==> src/sv/apsp_ram.sv <==
// Generic simple dual-port RAM: one write port, one read port, registered read data.
// No dependencies.
module apsp_ram #(
    parameter int WIDTH = 8,
    parameter int DEPTH = 16
) (
    input  logic                     clk,
    input  logic                     we,
    input  logic [$clog2(DEPTH)-1:0] waddr,
    input  logic [WIDTH-1:0]         wdata,
    input  logic                     re,
    input  logic [$clog2(DEPTH)-1:0] raddr,
    output logic [WIDTH-1:0]         rdata
);

    logic [WIDTH-1:0] mem [DEPTH];

    // Write port.
    always_ff @(posedge clk)
    begin
        if (we)
        begin
            mem[waddr] <= wdata;
        end
    end

    // Read port; data holds until the next read.
    always_ff @(posedge clk)
    begin
        if (re)
        begin
            rdata <= mem[raddr];
        end
    end

endmodule

==> config.mk <==
export PLATFORM = sky130hd
export DESIGN_NAME = apsp_ram
export DESIGN_NICKNAME = d
export VERILOG_FILES = /design/src/sv/apsp_ram.sv
export SDC_FILE = /design/constraint.sdc
export NUM_CORES = 1
export LEC_CHECK = 0
export BUFFER_PORTS_ARGS = -buffer_cell sky130_fd_sc_hd__buf_2
export CAP_MARGIN = 20
export CORE_MARGIN = 8
export CORE_UTILIZATION = 40
export CTS_CLUSTER_DIAMETER = 100
export DETAILED_ROUTE_END_ITERATION = 10
export GPL_TIMING_DRIVEN = 0
export PLACE_DENSITY = 0.55
export SKIP_CTS_REPAIR_TIMING = 1
export SYNTH_ARGS = -nofsm -noshare
export SYNTH_HDL_FRONTEND = slang
export SYNTH_SLANG_ARGS = --single-unit
==> constraint.sdc <==
create_clock -name clk -period 2.5 [get_ports clk]
set_input_delay 0.5 -clock clk [delete_from_list [all_inputs] [get_ports clk]]
set_output_delay 0.5 -clock clk [all_outputs]
set_load 0.01 [all_outputs]
After elaboration in Yosys (flattened, before gate mapping)
Memory sizes are Yosys's and may differ from the RTL's. A register that Yosys moved wholly into a read port is not among the register bits.
Cells that the tools add are included.
Word-level totals
  register bits: 0
  RAM bits: 128
  input port bits: 19
  output and inout bits: 8
  word-level logic and storage cells: 3
  memories: 1
Memories
  mem: words 16, width 8, rd ports 1, clocked after memory_dff 1, write ports 1, line 16  | logic [WIDTH-1:0] mem [DEPTH];
Cells by class
  mux-type cells: 2
Operators by type and width (number)
  two-way mux 1 bit: 2

Longest topological paths before layout
Gate-level depths: netlist of the first run.
  depth after elaboration: 2
  depth in mapped cells: 5
  mapped depth without buffers: 3

Least setup slack after synthesis of the first run
No wires, ideal clock.
  kind: input to register
  start: input waddr[2]
  end: memory mem[0][0] (enable)
  library setup time: 383 ps
  arrival time: 1610 ps
  data required time: 2117 ps
  slack: 507 ps
  stages on the path: 2
  buffers on the path: 0
  path through: or3b_2 -> nor3_1
RTL lines
  start: declaration: line 9  | input logic [$clog2(DEPTH)-1:0] waddr,
  end: declaration: line 16
Straight into the memory's write port.

Worst setup path in the final report of the first run
  start: input waddr[2]
  end: memory mem[2][6] (enable)
Straight into the memory's write port.

==> run metrics, run 1 <==
status finished clean; initial antenna violation count 0; FF-to-FF setup slack approximately 0.92 ns; first-pass GRT wire length around 15000 um; Reg clk slew, reported paths approximately 0.060 ns; WP data arrival 1.81 ns; Syn Inst Count between 200 and 250; Core Region 0.0127 mm^2; Initial DRC Count 200; post-synth top area share 0.781; Hold Path Cell Cnt 1; busiest grt layer met2; endpoints failing setup 0; met1 GRT Util 0.166; worst skew pair latency a little over 0.4 ns; final net count about 300; worst setup path category input port to register; GRT Resource Usage Total 0.128; Rel. slew slack 0.447; RSZ-0062 raised after global routing no; worst reg2reg endpoint rdata[7]; Die ar. 0.0170 mm^2; largest net degree at the start of global routing 17; max incr delay on CP ~0.66 ns; required time worst endpoint 2.53 ns; Ports 27; Post-Route WL ~10000 um; area growth from synthesis to layout 18.1%; GP Congestion 0.673; Cell Rows a little over 40; Cell variety after synth 18; critical path's slowest cell nor2_1; most frequent cells in the layout edfxtp_1, buf_2, mux4_2; root buf cell clkbuf_16; syn_area_per_cell roughly 23 um^2; Hold WC Path Type input port to register; total grt overflow 0; max-slew violations 0; ant diodes 0; Hold EP rdata[1]; total power ~0.0052 W; ranking of synthesized cells by area edfxtp_1, mux4_2, mux4_1, a22oi_1, nor2_1; Net Switching 0.00108 W; Sink Count between 100 and 150; Clock Power Share 0.458; critical path launch point type input port; worst r2r src mem[7][7]; Core Util, Final 0.487; sequential share of power 0.495; Syn Nets between 200 and 250; Die Y around 130 um; Slew @ Worst Pin around 0.83 ns; via density per instance 5.22; Power Dens Cells about 840 mW/mm^2; crit path time final roughly 1.8 ns; met3 Usage GRT 0.0347; ANT nets after route 0; area leader, netlist edfxtp_1; final hold vios 0; synthesized area 0.00523 mm^2; share of cells above drive strength 1 0.310; clock skew roughly 0.0076 ns; DRC errors left 0; VDD IR-drop max approximately 0.38 mV; vias in the first global route 2456; Cell Chain, Critical Path buf_2, or3b_2, nor2_1; CTS tree built; Initial DRT Pass Iterations 4; Num CTS Buffers 17; crit path buf inv count 1; crit end category register; sequential cell area fraction in the yosys report 0.781; CTS H-tree depth 4; min-delay src re; Fmax about 560 MHz; static leakage 2.04 nW; Crit path max-delay family simple AND/OR/NAND/NOR gates; cell-internal power slightly above 0.004 W; die width approximately 130 um; Comb pwr share 0.047; DPL Wire Length 6590 um; PortBufs 25; post-route clock period utilization 0.713; vias 2412; drt wl/cell 21.8 um; most common cell after layout, fill and taps aside edfxtp_1; Starting Density 0.413; #FFs+latches synth roughly 140; YS warnings 0; clock buffer depth 2; R2R depth 3; maxcap violations 0; Sw Ratio 0.207; M2 GR Usage 0.198; CP max FO 8
==> through the flow <==
step	setup WS [ns]	hold WS [ns]	instances	TNS (ns)	instance area, um^2
2_1_floorplan	0.507	0.599	229	0	5230
3_3_place_gp	-0.0526	0.736	426	-0.418	5570
3_5_place_dp	0.291	0.743	430	0	5600
4_1_cts	0.720	0.442	462	0	6180
5_1_grt	0.680	0.440	462	0	6180
6_report	0.717	0.452	462	0	6180
==> sequential cells by signal (all words and copies together) (netlist names) <==
register,cells
rdata,8
mem,128
==> how the worst max path moves through the flow <==
| stage | start | to | slack (ns) | cells after the start |
|---|---|---|---|---|
| global route | waddr[2] | mem[2][6] | 0.68 | 3 |
| floorplan | waddr[2] | mem[0][0] | 0.51 | 2 |
| global placement | waddr[2] | mem[0][0] | -0.05 | 3 |
| detailed placement | waddr[2] | mem[2][0] | 0.29 | 3 |
| finish | waddr[2] | mem[2][6] | 0.72 | 3 |
| CTS | waddr[2] | mem[2][6] | 0.72 | 3 |
==> metal layers <==
metal  share of wire  wire length (um)
met5               0                 0
met4           0.017               170
met3           0.043               428
met2            0.49              4910
met1            0.45              4550
==> power groups by stage <==
stage          logic, W  registers (W)  clock network (W)
6_report       0.000247        0.00258            0.00239
5_1_grt        0.000267        0.00258            0.00253
4_1_cts        0.000252        0.00258            0.00243
3_5_place_dp   0.000252        0.00263                  0
3_3_place_gp   0.000245        0.00262                  0
2_1_floorplan  0.000130        0.00263                  0
==> layout make-up <==
class	count	area [um^2]
Timing Repair Buffer	29	153
Clock inverter	15	155
Multi-Input combinational cell	83	1060
Sequential cell	136	4080
Tap cell	172	215
Buffer	10	86.3
Fill cell	1044	6490
Clock buffer	17	425
==> synth_stat cells <==
master           number
nand3_1               1
clkdlybuf4s25_2       3
mux4_2               18
nor2b_1               1
buf_2                 3
a22oi_1              16
mux4_1               14
and2b_1               1
nand2_1               9
edfxtp_1            136
and2_1                1
buf_4                 1
nor2_1               13
nor3_1                4
or3b_2                1
buf_6                 3
nand3b_1              2
nand2b_1              2
==> logic make-up (layout without fill, tap and decap cells) <==
| logic type | after synthesis | in the layout | share of synthesized area |
|---|---|---|---|
| simple gates | 35 | 35 | 0.0314 |
| buf+inv | 10 | 71 | 0.0165 |
| flops | 136 | 136 | 0.781 |
| compound gates | 16 | 16 | 0.0230 |
| mux | 32 | 32 | 0.148 |
(Power assumes the default switching activity.)
==> inputs of run 2 (changes only) <==
Settings changed: ABC_AREA set to 1, PLACE_DENSITY 0.55 to 0.57.
Clock period 2.5 ns to 1.6 ns, I/O delays scaled along.
==> run metrics, run 2 <==
ranking of synthesized cells by area edfxtp_1, nand2_1, nand3_1, inv_1, buf_6; maxcap violations 0 (unchanged); Post-Route WL 14500 um (+44%); critical path launch point type input port; Slew @ Worst Pin 1.14 ns (+0.317 ns); vias 3903 (+62%); clock skew 0.00769 ns (+0.0000774 ns); Biggest register mem; Starting Density 0.405 (-0.00720); static leakage 2.93 nW (+44%); area leader, netlist edfxtp_1; Initial DRT Pass Iterations 6 (+2); Placed Area 0.00619 mm^2 (+11%); final hold vios 0 (unchanged); via density per instance 4.94 (-5.4%); most common cell after layout, fill and taps aside nand2_1; critical path depth 3 (unchanged); required time worst endpoint 1.62 ns (-0.91 ns); Rel. slew slack 0.235 (-0.212); Reg clk slew, reported paths 0.06 ns (about the same); Ports 27 (unchanged); EDFF count, synth 136 (unchanged); Die ar. 0.0187 mm^2 (+10%); share of cells above drive strength 1 0.127 (-0.183); CTS H-tree depth 4 (unchanged); Syn Inst Count 551 (+140%); initial antenna violation count 0 (unchanged); Hold Path Cell Cnt 1 (unchanged); critical path's slowest cell nor2_1; CP max FO 8 (unchanged); #FFs+latches synth 136 (unchanged); Syn Nets 570 (+130%); DPL Wire Length 9360 um (+42%); root buf cell clkbuf_16; Core Region 0.0144 mm^2 (+14%); Initial DRC Count 452 (+130%); Final Instance Count excl. Fillers 790 (+71%); ANT nets after route 0 (unchanged); synthesized area 0.00585 mm^2 (+12%); PortBufs 23 (-8.0%); placed cells 758 (+76%); vias in the first global route 3982 (+62%); Cell Rows 44 (+7.3%); die width 137 um (+5.0%); crit path time final 1.55 ns; R2R depth 6 (+3); biggest regs mem (128), rdata (8); max reg flops 128 (unchanged); worst skew pair latency 0.41 ns (about the same); max incr delay on CP 0.90 ns (+0.24 ns); sequential cell area fraction in the yosys report 0.698 (-0.0828); status finished clean; Fillers 1326 (+27%); drt wl/cell 18.4 um (-16%); largest net degree at the start of global routing 17 (unchanged); crit end category register; post-synth top area share 0.698 (-0.0828); ant diodes 0 (unchanged); final net count 612 (+110%); endpoints failing setup 0 (unchanged); crit path buf inv count 1 (unchanged); first-pass GRT wire length 22800 um (+52%); FFs w/ async S/R, synth 0 (unchanged); worst setup path category input port to register; Sink Count 136 (unchanged); VDD IR-drop max 0.705 mV (+86%); most frequent cell after synthesis nand2_1; Synth Flop Type edfxtp_1; clock buffer depth 2 (unchanged); area growth from synthesis to layout 16.8%; YS warnings 0 (unchanged); Crit path max-delay family simple AND/OR/NAND/NOR gates; max-slew violations 0 (unchanged); post-route cell area 0.00683 mm^2 (+11%); RSZ-0062 raised after global routing no; post-route clock period utilization 0.969; Cell Chain, Critical Path buf_2, nand3b_1, nor2_1; GP Congestion 0.843 (+25%); synth cell count leaders nand2_1, edfxtp_1, inv_1; Cell variety after synth 11 (-7); total grt overflow 0 (unchanged); DRC errors left 0 (unchanged); GRT Resource Usage Total 0.168 (+0.0395); most frequent cells in the layout nand2_1, edfxtp_1, inv_1; Hold WC Path Type input port to register; Power Dens Cells 1280 mW/mm^2 (+52%); syn_area_per_cell 10.6 um^2 (-54%); WP data arrival 1.57 ns (-0.24 ns); Num CTS Buffers 17 (unchanged); Die Y 137 um (+5.0%); CTS tree built; Fmax 645 MHz
==> run 2: metrics by stage <==
step	util	setup TNS [ns]	hold slack, ns	power, W	setup slack [ns]
after floorplan	-	0	0.419	0.00440	0.329
after CTS	0.473	0	0.250	0.00879	0.139
after global routing	0.473	0	0.262	0.00900	0.0358
final	0.473	0	0.255	0.00876	0.0502
after global placement	0.429	-13.65	0.679	0.00462	-0.274
after detailed placement	0.429	-15.65	0.680	0.00463	-0.360
==> run 2: layout make-up <==
type                       count  area (um^2)  area share
tap                          184          230      0.0337
inverter                     102          383      0.0561
clock buffer                  19          433      0.0634
sequential                   136         4080       0.598
buffer                        24          166      0.0244
timing repair buffer          23          115      0.0169
clock inverter                13          203      0.0297
multi-input combinational    289         1210       0.178
==> run 2: cell families after synthesis <==
logic type,Yosys count,share of synthesized area
buf+inv,126,0.0939
flops,136,0.698
simple gates,289,0.208
==> run 2: layer usage <==
layer  vias to the layer above  global-route usage  wire [um]  part of all wire
li1                       1866                   -          -                 -
met1                      1830               0.215       6260              0.43
met2                       174               0.261       6680              0.46
met3                        33              0.0444       1110             0.076
met4                         0              0.0785        487             0.034
met5                         -                   0          0                 0
==> run 2: worst paths after layout <==
path                to      start  slack (ns)
max          mem[7][4]   waddr[3]        0.05
min           rdata[2]         re        0.26
max reg2reg   rdata[1]  mem[0][1]        0.40
min reg2reg   rdata[3]  mem[8][3]        0.77
==> run 2: power breakdown <==
part           total [W]  internal [W]  switching, W
registers        0.00403       0.00402     0.0000180
clock network    0.00420       0.00276       0.00144
logic           0.000527      0.000150      0.000377
